**src/hdl/uqss_pkg.sv**
```systemverilog
package uqss_pkg;

   localparam int CHAR_W = 8;
   localparam int KIND_W = 2;
   localparam int IDX_W = 5;
   localparam int TOTAL_W = 6;
   localparam int CSR_IDX_W = 2;
   localparam int CSR_DATA_W = 8;
   localparam int NUM_SLOTS = 5;
   localparam int SLOT_W = 3;
   localparam int MAX_ENTRIES_DEF = 32;

   localparam logic [KIND_W-1:0] KIND_KEY = 2'd0;
   localparam logic [KIND_W-1:0] KIND_VALUE = 2'd1;
   localparam logic [KIND_W-1:0] KIND_ENTRY_END = 2'd2;
   localparam logic [KIND_W-1:0] KIND_QUERY_END = 2'd3;

   localparam logic [CSR_IDX_W-1:0] CSR_KEY_LIMIT = 2'd0;
   localparam logic [CSR_IDX_W-1:0] CSR_VALUE_LIMIT = 2'd1;
   localparam logic [CSR_IDX_W-1:0] CSR_ENTRY_LIMIT = 2'd2;

   localparam logic [7:0] KEY_LIMIT_RST = 8'd31;
   localparam logic [7:0] VALUE_LIMIT_RST = 8'd63;
   localparam logic [5:0] ENTRY_LIMIT_RST = 6'd32;

   localparam logic [CHAR_W-1:0] CH_PERCENT = 8'h25;
   localparam logic [CHAR_W-1:0] CH_PLUS = 8'h2B;
   localparam logic [CHAR_W-1:0] CH_EQUAL = 8'h3D;
   localparam logic [CHAR_W-1:0] CH_AMP = 8'h26;
   localparam logic [CHAR_W-1:0] CH_SPACE = 8'h20;

   typedef struct packed {
      logic [NUM_SLOTS-1:0][KIND_W-1:0] kinds;
      logic [NUM_SLOTS-1:0][CHAR_W-1:0] chars;
      logic [IDX_W-1:0] index;
      logic [TOTAL_W-1:0] total;
   } bundle_type;

   function automatic logic is_hex(input logic [CHAR_W-1:0] c);
      is_hex = (c >= 8'h30 && c <= 8'h39) || (c >= 8'h61 && c <= 8'h66) ||
               (c >= 8'h41 && c <= 8'h46);
   endfunction

   function automatic logic [3:0] hex_val(input logic [CHAR_W-1:0] c);
      logic [CHAR_W-1:0] d;
      d = 8'h00;
      if (c >= 8'h30 && c <= 8'h39) begin
         d = c - 8'h30;
      end else if (c >= 8'h61 && c <= 8'h66) begin
         d = c - 8'h57;
      end else if (c >= 8'h41 && c <= 8'h46) begin
         d = c - 8'h37;
      end
      hex_val = d[3:0];
   endfunction

   function automatic logic [CHAR_W-1:0] lit(input logic [CHAR_W-1:0] c);
      lit = (c == CH_PLUS) ? CH_SPACE : c;
   endfunction

   function automatic logic [CHAR_W-1:0] fix_byte(input logic [CHAR_W-1:0] b,
                                                  input logic key);
      fix_byte = (key && b >= 8'h41 && b <= 8'h5A) ? (b + 8'h20) : b;
   endfunction

endpackage

```
**src/hdl/uqss_parse.sv**
```systemverilog
module uqss_parse #(
   parameter int MAX_ENTRIES = uqss_pkg::MAX_ENTRIES_DEF
) (
   input  logic clock,
   input  logic reset,
   input  logic req_valid,
   output logic req_stall,
   input  logic [uqss_pkg::CHAR_W-1:0] req_char_in,
   input  logic req_has_char,
   input  logic req_query_end,
   input  logic csr_write,
   input  logic [uqss_pkg::CSR_IDX_W-1:0] csr_index,
   input  logic [uqss_pkg::CSR_DATA_W-1:0] csr_wdata,
   input  logic out_free,
   output logic load,
   output logic [uqss_pkg::SLOT_W-1:0] bundle_count,
   output uqss_pkg::bundle_type bundle
);

   localparam logic [1:0] PH_BETWEEN = 2'd0;
   localparam logic [1:0] PH_KEY = 2'd1;
   localparam logic [1:0] PH_VALUE = 2'd2;
   localparam logic [1:0] PH_DONE = 2'd3;
   localparam int ED_W = uqss_pkg::TOTAL_W;
   localparam int CMP_W = ($clog2(MAX_ENTRIES + 1) > ED_W) ? $clog2(MAX_ENTRIES + 1) : ED_W;

   logic in_valid_ff, in_valid_in;
   logic [uqss_pkg::CHAR_W-1:0] in_char_ff;
   logic in_has_ff;
   logic in_qe_ff;
   logic accept;

   logic [7:0] key_limit_ff;
   logic [7:0] value_limit_ff;
   logic [5:0] entry_limit_ff;

   logic [1:0] ph_ff, ph_in;
   logic [7:0] rc_ff, rc_in;
   logic [uqss_pkg::CHAR_W-1:0] pb_ff, pb_in;
   logic [1:0] pc_ff, pc_in;
   logic [ED_W-1:0] ed_ff, ed_in;

   logic at_limit;
   logic [1:0] work_ph;
   logic key_mode;
   logic [uqss_pkg::KIND_W-1:0] byte_kind;
   logic [uqss_pkg::CHAR_W-1:0] c;
   logic [uqss_pkg::CHAR_W-1:0] a;
   logic [uqss_pkg::SLOT_W-1:0] n;
   logic [uqss_pkg::NUM_SLOTS-1:0][uqss_pkg::KIND_W-1:0] kinds;
   logic [uqss_pkg::NUM_SLOTS-1:0][uqss_pkg::CHAR_W-1:0] chars;

   assign load = in_valid_ff && out_free;
   assign req_stall = in_valid_ff && !load;
   assign accept = req_valid && !req_stall;
   assign in_valid_in = accept ? 1'b1 : (load ? 1'b0 : in_valid_ff);

   always_ff @(posedge clock) begin
      if (reset) begin
         in_valid_ff <= 1'b0;
      end else begin
         in_valid_ff <= in_valid_in;
      end
   end

   always_ff @(posedge clock) begin
      if (accept) begin
         in_char_ff <= req_char_in;
         in_has_ff <= req_has_char;
         in_qe_ff <= req_query_end;
      end
   end

   always_ff @(posedge clock) begin
      if (reset) begin
         key_limit_ff <= uqss_pkg::KEY_LIMIT_RST;
         value_limit_ff <= uqss_pkg::VALUE_LIMIT_RST;
         entry_limit_ff <= uqss_pkg::ENTRY_LIMIT_RST;
      end else if (csr_write) begin
         unique case (csr_index)
            uqss_pkg::CSR_KEY_LIMIT: key_limit_ff <= csr_wdata;
            uqss_pkg::CSR_VALUE_LIMIT: value_limit_ff <= csr_wdata;
            uqss_pkg::CSR_ENTRY_LIMIT: entry_limit_ff <= csr_wdata[5:0];
            default: begin
            end
         endcase
      end
   end

   assign at_limit = (ed_ff >= entry_limit_ff) ||
                     (CMP_W'(ed_ff) >= CMP_W'(MAX_ENTRIES));
   assign c = in_char_ff;

   always_comb begin
      work_ph = ph_ff;
      if (in_has_ff && ph_ff == PH_BETWEEN) begin
         work_ph = at_limit ? PH_DONE : PH_KEY;
      end
   end

   assign key_mode = (work_ph == PH_KEY);
   assign byte_kind = key_mode ? uqss_pkg::KIND_KEY : uqss_pkg::KIND_VALUE;

   always_comb begin
      ph_in = ph_ff;
      rc_in = rc_ff;
      pc_in = pc_ff;
      pb_in = pb_ff;
      ed_in = ed_ff;
      n = '0;
      kinds = '0;
      chars = '0;
      a = pb_ff;

      if (in_has_ff) begin
         if (ph_ff == PH_BETWEEN) begin
            ph_in = work_ph;
            if (!at_limit) begin
               rc_in = '0;
               pc_in = '0;
            end
         end
         if (ph_in == PH_KEY || ph_in == PH_VALUE) begin
            if (c == uqss_pkg::CH_AMP) begin
               if (pc_in >= 2'd1) begin
                  kinds[n] = byte_kind;
                  chars[n] = uqss_pkg::fix_byte(uqss_pkg::CH_PERCENT, key_mode);
                  n = n + 3'd1;
               end
               if (pc_in >= 2'd2) begin
                  kinds[n] = byte_kind;
                  chars[n] = uqss_pkg::fix_byte(uqss_pkg::lit(pb_in), key_mode);
                  n = n + 3'd1;
               end
               kinds[n] = uqss_pkg::KIND_ENTRY_END;
               chars[n] = '0;
               n = n + 3'd1;
               ed_in = ed_ff + 6'd1;
               ph_in = PH_BETWEEN;
               rc_in = '0;
               pc_in = '0;
            end else if (c == uqss_pkg::CH_EQUAL && ph_in == PH_KEY) begin
               if (pc_in >= 2'd1) begin
                  kinds[n] = byte_kind;
                  chars[n] = uqss_pkg::fix_byte(uqss_pkg::CH_PERCENT, key_mode);
                  n = n + 3'd1;
               end
               if (pc_in >= 2'd2) begin
                  kinds[n] = byte_kind;
                  chars[n] = uqss_pkg::fix_byte(uqss_pkg::lit(pb_in), key_mode);
                  n = n + 3'd1;
               end
               ph_in = PH_VALUE;
               rc_in = '0;
               pc_in = '0;
            end else if (rc_in < (ph_in == PH_KEY ? key_limit_ff : value_limit_ff)) begin
               rc_in = rc_in + 8'd1;
               unique case (pc_in)
                  2'd0: begin
                     if (c == uqss_pkg::CH_PERCENT) begin
                        pc_in = 2'd1;
                     end else begin
                        kinds[n] = byte_kind;
                        chars[n] = uqss_pkg::fix_byte(uqss_pkg::lit(c), key_mode);
                        n = n + 3'd1;
                     end
                  end
                  2'd1: begin
                     pb_in = c;
                     pc_in = 2'd2;
                  end
                  default: begin
                     a = pb_in;
                     pc_in = 2'd0;
                     if (uqss_pkg::is_hex(a) && uqss_pkg::is_hex(c)) begin
                        kinds[n] = byte_kind;
                        chars[n] = uqss_pkg::fix_byte({uqss_pkg::hex_val(a),
                                                       uqss_pkg::hex_val(c)}, key_mode);
                        n = n + 3'd1;
                     end else begin
                        kinds[n] = byte_kind;
                        chars[n] = uqss_pkg::fix_byte(uqss_pkg::CH_PERCENT, key_mode);
                        n = n + 3'd1;
                        if (a == uqss_pkg::CH_PERCENT) begin
                           pc_in = 2'd1;
                        end else begin
                           kinds[n] = byte_kind;
                           chars[n] = uqss_pkg::fix_byte(uqss_pkg::lit(a), key_mode);
                           n = n + 3'd1;
                        end
                        if (pc_in == 2'd1) begin
                           pb_in = c;
                           pc_in = 2'd2;
                        end else if (c == uqss_pkg::CH_PERCENT) begin
                           pc_in = 2'd1;
                        end else begin
                           kinds[n] = byte_kind;
                           chars[n] = uqss_pkg::fix_byte(uqss_pkg::lit(c), key_mode);
                           n = n + 3'd1;
                        end
                     end
                  end
               endcase
            end
         end
      end

      if (in_qe_ff) begin
         if (ph_in == PH_KEY || ph_in == PH_VALUE) begin
            if (pc_in >= 2'd1) begin
               kinds[n] = byte_kind;
               chars[n] = uqss_pkg::fix_byte(uqss_pkg::CH_PERCENT, key_mode);
               n = n + 3'd1;
            end
            if (pc_in >= 2'd2) begin
               kinds[n] = byte_kind;
               chars[n] = uqss_pkg::fix_byte(uqss_pkg::lit(pb_in), key_mode);
               n = n + 3'd1;
            end
            kinds[n] = uqss_pkg::KIND_ENTRY_END;
            chars[n] = '0;
            n = n + 3'd1;
            ed_in = ed_in + 6'd1;
         end
         kinds[n] = uqss_pkg::KIND_QUERY_END;
         chars[n] = '0;
         n = n + 3'd1;
      end
   end

   assign bundle_count = n;
   assign bundle.kinds = kinds;
   assign bundle.chars = chars;
   assign bundle.index = ed_ff[uqss_pkg::IDX_W-1:0];
   assign bundle.total = ed_in;

   always_ff @(posedge clock) begin
      if (reset) begin
         ph_ff <= PH_BETWEEN;
         rc_ff <= '0;
         pc_ff <= '0;
         pb_ff <= '0;
         ed_ff <= '0;
      end else if (load) begin
         if (in_qe_ff) begin
            ph_ff <= PH_BETWEEN;
            rc_ff <= '0;
            pc_ff <= '0;
            pb_ff <= '0;
            ed_ff <= '0;
         end else begin
            ph_ff <= ph_in;
            rc_ff <= rc_in;
            pc_ff <= pc_in;
            pb_ff <= pb_in;
            ed_ff <= ed_in;
         end
      end
   end

endmodule

```
**src/hdl/uqss_out.sv**
```systemverilog
module uqss_out (
   input  logic clock,
   input  logic reset,
   input  logic load,
   input  logic [uqss_pkg::SLOT_W-1:0] bundle_count,
   input  uqss_pkg::bundle_type bundle,
   output logic out_free,
   output logic rsp_valid,
   input  logic rsp_stall,
   output logic [uqss_pkg::KIND_W-1:0] rsp_kind,
   output logic [uqss_pkg::CHAR_W-1:0] rsp_char_out,
   output logic [uqss_pkg::IDX_W-1:0] rsp_entry_index,
   output logic [uqss_pkg::TOTAL_W-1:0] rsp_entry_total,
   output logic rsp_last_result
);

   uqss_pkg::bundle_type bundle_ff;
   logic [uqss_pkg::SLOT_W-1:0] cnt_ff, cnt_in;
   logic [uqss_pkg::SLOT_W-1:0] pos_ff, pos_in;
   logic taken;
   logic is_last;
   logic is_qend;

   assign rsp_valid = (cnt_ff != '0);
   assign is_last = (pos_ff == cnt_ff - 3'd1);
   assign taken = rsp_valid && !rsp_stall;
   assign out_free = !rsp_valid || (taken && is_last);

   assign rsp_kind = bundle_ff.kinds[pos_ff];
   assign is_qend = (rsp_kind == uqss_pkg::KIND_QUERY_END);
   assign rsp_char_out = bundle_ff.chars[pos_ff];
   assign rsp_entry_index = is_qend ? '0 : bundle_ff.index;
   assign rsp_entry_total = is_qend ? bundle_ff.total : '0;
   assign rsp_last_result = is_last;

   always_comb begin
      cnt_in = cnt_ff;
      pos_in = pos_ff;
      if (load) begin
         cnt_in = bundle_count;
         pos_in = '0;
      end else if (taken) begin
         if (is_last) begin
            cnt_in = '0;
            pos_in = '0;
         end else begin
            pos_in = pos_ff + 3'd1;
         end
      end
   end

   always_ff @(posedge clock) begin
      if (reset) begin
         cnt_ff <= '0;
         pos_ff <= '0;
      end else begin
         cnt_ff <= cnt_in;
         pos_ff <= pos_in;
      end
   end

   always_ff @(posedge clock) begin
      if (load) begin
         bundle_ff <= bundle;
      end
   end

endmodule

```
**src/hdl/url_query_string_splitter_unit.sv**
```systemverilog
// Splits a query string, fed one byte per item, into decoded key and value bytes, an
// entry-end marker per entry and a query-end marker that carries the entry count. An
// item passes an input register, is parsed and percent-decoded combinationally, and
// its results (up to five) land in a result register that hands them out one per
// cycle while rsp_stall is low. Throughput is one item per cycle while each item
// gives at most one result and rsp_stall is low; an item with more results holds the
// result register until its last result is taken, and an item with no result does
// not hold it. The limit registers may be written only while no item is in flight.
module url_query_string_splitter_unit #(
   parameter int MAX_ENTRIES = uqss_pkg::MAX_ENTRIES_DEF
) (
   input  logic clock,
   input  logic reset,
   input  logic req_valid,
   output logic req_stall,
   input  logic [uqss_pkg::CHAR_W-1:0] req_char_in,
   input  logic req_has_char,
   input  logic req_query_end,
   output logic rsp_valid,
   input  logic rsp_stall,
   output logic [uqss_pkg::KIND_W-1:0] rsp_kind,
   output logic [uqss_pkg::CHAR_W-1:0] rsp_char_out,
   output logic [uqss_pkg::IDX_W-1:0] rsp_entry_index,
   output logic [uqss_pkg::TOTAL_W-1:0] rsp_entry_total,
   output logic rsp_last_result,
   input  logic csr_write,
   input  logic [uqss_pkg::CSR_IDX_W-1:0] csr_index,
   input  logic [uqss_pkg::CSR_DATA_W-1:0] csr_wdata
);

   logic out_free;
   logic load;
   logic [uqss_pkg::SLOT_W-1:0] bundle_count;
   uqss_pkg::bundle_type bundle;

   uqss_parse #(
      .MAX_ENTRIES(MAX_ENTRIES)
   ) u_parse (
      .clock(clock),
      .reset(reset),
      .req_valid(req_valid),
      .req_stall(req_stall),
      .req_char_in(req_char_in),
      .req_has_char(req_has_char),
      .req_query_end(req_query_end),
      .csr_write(csr_write),
      .csr_index(csr_index),
      .csr_wdata(csr_wdata),
      .out_free(out_free),
      .load(load),
      .bundle_count(bundle_count),
      .bundle(bundle)
   );

   uqss_out u_out (
      .clock(clock),
      .reset(reset),
      .load(load),
      .bundle_count(bundle_count),
      .bundle(bundle),
      .out_free(out_free),
      .rsp_valid(rsp_valid),
      .rsp_stall(rsp_stall),
      .rsp_kind(rsp_kind),
      .rsp_char_out(rsp_char_out),
      .rsp_entry_index(rsp_entry_index),
      .rsp_entry_total(rsp_entry_total),
      .rsp_last_result(rsp_last_result)
   );

endmodule

```
**config.mk**
```make
export PLATFORM = sky130hd
export DESIGN_NAME = url_query_string_splitter_unit
export DESIGN_NICKNAME = d
export VERILOG_FILES = /design/src/hdl/uqss_pkg.sv /design/src/hdl/uqss_parse.sv /design/src/hdl/uqss_out.sv /design/src/hdl/url_query_string_splitter_unit.sv
export SDC_FILE = /design/constraint.sdc
export NUM_CORES = 1
export LEC_CHECK = 0
export ABC_AREA = 1
export BUFFER_PORTS_ARGS = -buffer_cell sky130_fd_sc_hd__buf_4
export CORE_ASPECT_RATIO = 0.75
export CORE_MARGIN = 10
export CORE_UTILIZATION = 55
export DETAILED_ROUTE_END_ITERATION = 8
export GPL_TIMING_DRIVEN = 0
export PLACE_DENSITY = 0.76
export SYNTH_ARGS = -nofsm -noshare
export SYNTH_HDL_FRONTEND = slang
export SYNTH_SLANG_ARGS = --single-unit
export TNS_END_PERCENT = 30
```
**constraint.sdc**
```tcl
create_clock -name clock -period 8 [get_ports clock]
set_input_delay 0 -clock clock [delete_from_list [all_inputs] [get_ports clock]]
set_output_delay 0 -clock clock [all_outputs]
set_load 0.03 [all_outputs]
```
Word level (Yosys, flattened, before mapping)

Index checks and enable logic that the tools add are counted.

Word-level logic and storage cells: 445
Bits in registers: 126
Input bits: 25

Add/sub/neg operators: 23
$lt $le $gt $ge: 44
Reductions and logical operators: 57
Eq/ne operators: 18
Bitwise operators: 16
Mux-type cells: 261

Operators by type and width:

| cell                  | count |
|---|---|
| $mux W40              | 21 |
| $mux W8               | 53 |
| $mux W10              | 21 |
| $demux W8 S3          | 8 |
| $bwmux W40            | 4 |
| $and A40 B40 Y40      | 3 |
| $mux W3               | 40 |
| $not A40 Y40          | 3 |
| $mux W2               | 57 |
| $mux W4               | 20 |
| $ge A8 B7 Y1 const B  | 8 |
| $le A8 B7 Y1 const B  | 8 |
| $mux W32              | 2 |
| $eq A8 B6 Y1 const B  | 7 |
| $bwmux W10            | 5 |
| $demux W2 S3          | 8 |
| $mux W6               | 8 |
| $lt A3 B4 Y1 const B  | 9 |
| $add A8 B6 Y8 const B | 4 |
| $pmux W8 S2           | 2 |
| $logic_and A1 B1 Y1   | 30 |
| $add A3 B1 Y3 const B | 9 |
| $and A25 B25 Y25      | 1 |
| $not A25 Y25          | 1 |
| 34 further kinds      | 87 |

Depth between registers and ports, before layout

Depth in word-level cells: 42
Gate-level depth with buffers: 42
Gate-level depth less buffers: 41

Cells and area by module

A second synthesis with hierarchy kept.

Cells, all modules: 1295
Area, all modules: 9190.1 µm²

By module, submodules not included:

| module     | instances | cells each | seq. area each (µm²) | area each (µm²) |
|---|---|---|---|---|
| uqss_parse | 1         | 1061       | 1281.2               | 6438.7 |
| uqss_out   | 1         | 234        | 1951.9               | 2751.4 |

Worst setup path after synthesis

Ideal clock, no wire load.

Path kind: reg2reg
Start point: register u_parse.ed_ff[0]
End point: register u_out.bundle_ff[51] in the netlist's numbering, data pin
Data required time: 7730 ps
Path slack: 2089 ps
Data arrival time: 5640 ps
Cell stages (with the launch flop): 39
Buffers on the path: 1
Cells stage by stage: dfxtp_1 -> inv_1 -> ha_1 -> inv_1 -> nand2_1 -> nand2_1 -> nand2_1 -> nand2_1 -> nand2_1 -> a31oi_1 -> ha_1 -> buf_2 -> mux2i_1 -> ha_1 -> a21oi_1 -> nor2_1 -> a211oi_2 -> a21boi_4 -> [3 not listed] -> o21a_1 -> inv_1 -> ha_1 -> inv_1 -> nand2_1 -> nand2_4 -> inv_1 -> ha_1 -> nand2_1 -> o21ai_2 -> ha_1 -> inv_1 -> o21ai_2 -> inv_1 -> nand3_4 -> nand2_1 -> nor2_1 -> a21oi_1

RTL lines:

| element                | RTL line          | text |
|---|---|---|
| start, declared        | uqss_parse.sv:41  | `logic [ED_W-1:0] ed_ff, ed_in;` |
| start signal, assigned | uqss_parse.sv:256 | `ed_ff <= ed_in;` |
| end signal, assigned   | uqss_out.sv:64    | `bundle_ff <= bundle;` |
| end, declared          | uqss_out.sv:17    | `uqss_pkg::bundle_type bundle_ff;` |

==> flow_summary.json <==
{
  "outcome": "finished, final reports clean",
  "die_height_um": 130.2,
  "leakage_nw": 4.698,
  "die_w_um": 166.9,
  "start_kind": "flip-flop",
  "nNetsFinal": 1364,
  "worst-path-buf-inv": 9,
  "crit_family": "compound AO/OA/AOI/OAI gates",
  "antenna_found_initial": 0,
  "fill_cells": 1394,
  "port_buffers": 47,
  "cp_max_fo": 9,
  "avgSynthCellArea_um2": 7.383,
  "ir_worst_vdd_v": 0.0001562,
  "cellPowerDensity_nw_per_um2": 199.5,
  "via_per_inst": 5.816,
  "route.vias.total": 8840,
  "finalSetupViolations": 0,
  "finalMaxSlewViolations": 0,
  "end_kind": "flip-flop",
  "dieArea_um2": 21730,
  "drcViolationCount": 0,
  "grt_pass1_vias": 8325,
  "pin_count": 49,
  "initial_core_util_pct": 55.77,
  "drtAntennaViolNets": 0,
  "clockBufferDepth": 2,
  "cpPeakStageDelay_ns": 0.54,
  "hp-class": "input pin to flip-flop",
  "ys_ff_latch": 126,
  "utilization_pct": 64.91,
  "globalRoute.totalOverflow": 0,
  "rsz0062_at_grt": "no",
  "fmax_ghz": 0.1406,
  "dr.first_iter.drc_count": 941,
  "cts.clk_slew.worst_paths_ns": 0.06,
  "tightest_slew_ns": 1.047,
  "track_usage_pct": 25.00,
  "clock_latency_ns": 0.43,
  "path_class": "flip-flop to flip-flop",
  "grt_pass1_wl_um": 43900,
  "rows": 40,
  "ys_warn_count": 0,
  "finalHoldViolCount": 0,
  "grt_max_degree": 47,
  "path_common_cell": "nand2_1",
  "drive_above_1_share_pct": 12.60,
  "root_buffer": "clkbuf_16",
  "syn-num-nets": 1273,
  "dp_hpwl_um": 20220,
  "max-cap-violations": 0,
  "cts_num_sinks": 126,
  "area_growth_pct": 16.40,
  "ys_seq_area_share_pct": 36.31,
  "skew_ns": 0.01103,
  "htreeDepth": 4,
  "synth_cell_types": 58,
  "timing.final.crit_share_pct": 88.89,
  "crit_arrival_ns": 7.36,
  "fin_hold_ws_ns": 0.2836,
  "cts_buffers": 17,
  "syn_area_um2": 8904,
  "synthCells": 1206,
  "num_antenna_cells": 0,
  "cts_tree": "yes",
  "dr.pass1.iters": 6,
  "min_period_ns": 7.111,
  "wire_per_inst_um": 17.81,
  "crit_slowest_cell": "a211oi_2",
  "core_area_um2": 15970,
  "drt-total-wl_um": 27070,
  "total_power_mw": 2.068,
  "fin_setup_tns_ns": 0,
  "cp_data_required_time_ns": 8.25,
  "slew_headroom_pct": 29.68,
  "place_congestion": 1.025
}
[synthesized netlist by cell type (all sizes together)]
cell type,number,area [um2]
nor3,16,95.09
dfxtp,55,1101
o221ai,1,8.760
a22oi,6,45.04
or2,3,18.77
nand4,21,158.9
nand2,319,1302
o31ai,7,52.55
o2111ai,3,32.53
o22ai,25,156.4
a211oi,4,35.03
o21a,1,7.510
ha,42,525.5
a221o,10,100.1
o21bai,1,7.510
clkinv,3,11.26
inv,170,640.6
nor2,116,462.9
nor4,9,56.30
clkbuf,24,90.09
mux2i,7,70.07
o311ai,1,26.28
o41ai,1,8.760
o21ai,90,469.2
edfxtp,71,2132
buf,7,41.29
o2bb2ai,1,8.760
a31oi,4,25.02
nor3b,1,7.510
xor2,17,148.9
xnor2,2,17.52
nand3,75,498.0
a41oi,1,8.760
o211ai,12,90.09
a21oi,75,390.4
a311oi,2,17.52
a21boi,2,26.28
a2111oi,1,8.760
[flip-flops by register name, indices dropped and copies added, names as in the netlist]
name                    count
u_parse.in_valid_ff         1
u_parse.pc_ff               2
u_parse.in_has_ff           1
u_parse.entry_limit_ff      6
u_parse.in_qe_ff            1
u_out.bundle_ff            61
u_out.cnt_ff                3
u_parse.ed_ff               6
u_parse.value_limit_ff      8
u_parse.rc_ff               8
u_parse.ph_ff               2
u_parse.pb_ff               8
u_parse.key_limit_ff        8
u_out.pos_ff                3
u_parse.c                   8
[repair_timing]
item | in CTS | in global routing
buffers inserted | 0 | 0
hold buffers | 24 | 0
endpoints found under the hold margin | 41 | 0
gates resized for setup | 0 | 0
[layer usage]
| metal | GRT usage (%) | share of wire, % | wire length [um] |
|---|---|---|---|
| met1 | 33.52 | 43 | 11710 |
| met2 | 38.34 | 44 | 11900 |
| met3 | 6.550 | 10 | 2832 |
| met4 | 8.758 | 2.3 | 624 |
| met5 | 0 | 0 | 0 |
[report_power, final]
group | internal (mW) | switching, mW
sequential | 0.739 | 0.0206
combinational | 0.165 | 0.370
clock | 0.454 | 0.319
[logic make-up after synthesis]
| kind of cell | synth area share [%] |
|---|---|
| flops | 36.31 |
| mux | 0.7870 |
| fa+ha+maj | 5.902 |
| simple gates | 29.20 |
| compound gates | 17.13 |
| xor+xnor | 1.869 |
| buf+inv | 8.797 |
[area by class of cell]
cell class / count / area [um2] / area share [%]
Multi-Input combinational cell: 876 / 4887 / 47.16
Sequential cell: 126 / 3233 / 31.20
Inverter: 173 / 651.9 / 6.290
Timing Repair Buffer: 72 / 613.1 / 5.916
Clock buffer: 22 / 508.0 / 4.902
Tap cell: 210 / 262.8 / 2.535
Buffer: 31 / 131.4 / 1.268
Clock inverter: 10 / 76.32 / 0.7364
[stage by stage]
step / cell area [um2] / cells / worst slack, ns
floorplan: 8904 / 1206 / 2.089
global placement: 9519 / 1463 / 1.112
detailed placement: 9539 / 1464 / 1.073
CTS: 10360 / 1520 / 1.013
global route: 10360 / 1520 / 0.3549
finish: 10360 / 1520 / 0.8888
[final timing paths]
check	depth (start not counted)	from	end	slack (ns)
max	39	u_parse.ed_ff[0]$_SDFFE_PP0P_	u_out.bundle_ff[18]$_DFFE_PP_	0.89
min	2	req_has_char	u_parse.in_has_ff$_DFFE_PP_	0.28
max reg2reg	39	u_parse.ed_ff[0]$_SDFFE_PP0P_	u_out.bundle_ff[18]$_DFFE_PP_	0.89
min reg2reg	2	u_parse.key_limit_ff[2]$_SDFFE_PP1P_	u_parse.key_limit_ff[2]$_SDFFE_PP1P_	0.46
[worst register-to-register path, delay by kind of cell, from the launching register on]
kind            cells  cell delay, ns
simple gates       15            1.26
compound gates      8            2.11
buf+inv             9            1.17
fa+ha+maj           6            1.68
mux                 1            0.27
flops               1            0.45
[cells in the final DEF, fill, tap and decap left out, types with 7 or more instances in the layout]
cell and count:
nand3_1 64, a21oi_1 73, nor3_1 13, nand2_1 293, nand4_1 18, a221o_1 10, mux2i_1 7, o21ai_0 63
nand3_4 9, o31ai_1 7, buf_4 47, dfxtp_1 55, ha_1 42, nor2_1 111, inv_1 151, o21ai_1 22
nand2_2 18, o22ai_1 25, clkbuf_16 20, o211ai_1 12, clkbuf_1 26, edfxtp_1 71, nor4_1 9, xor2_1 17
nand2_4 8, inv_2 18, dlygate4sd3_1 24
Power figures use the tool's default switching activity.
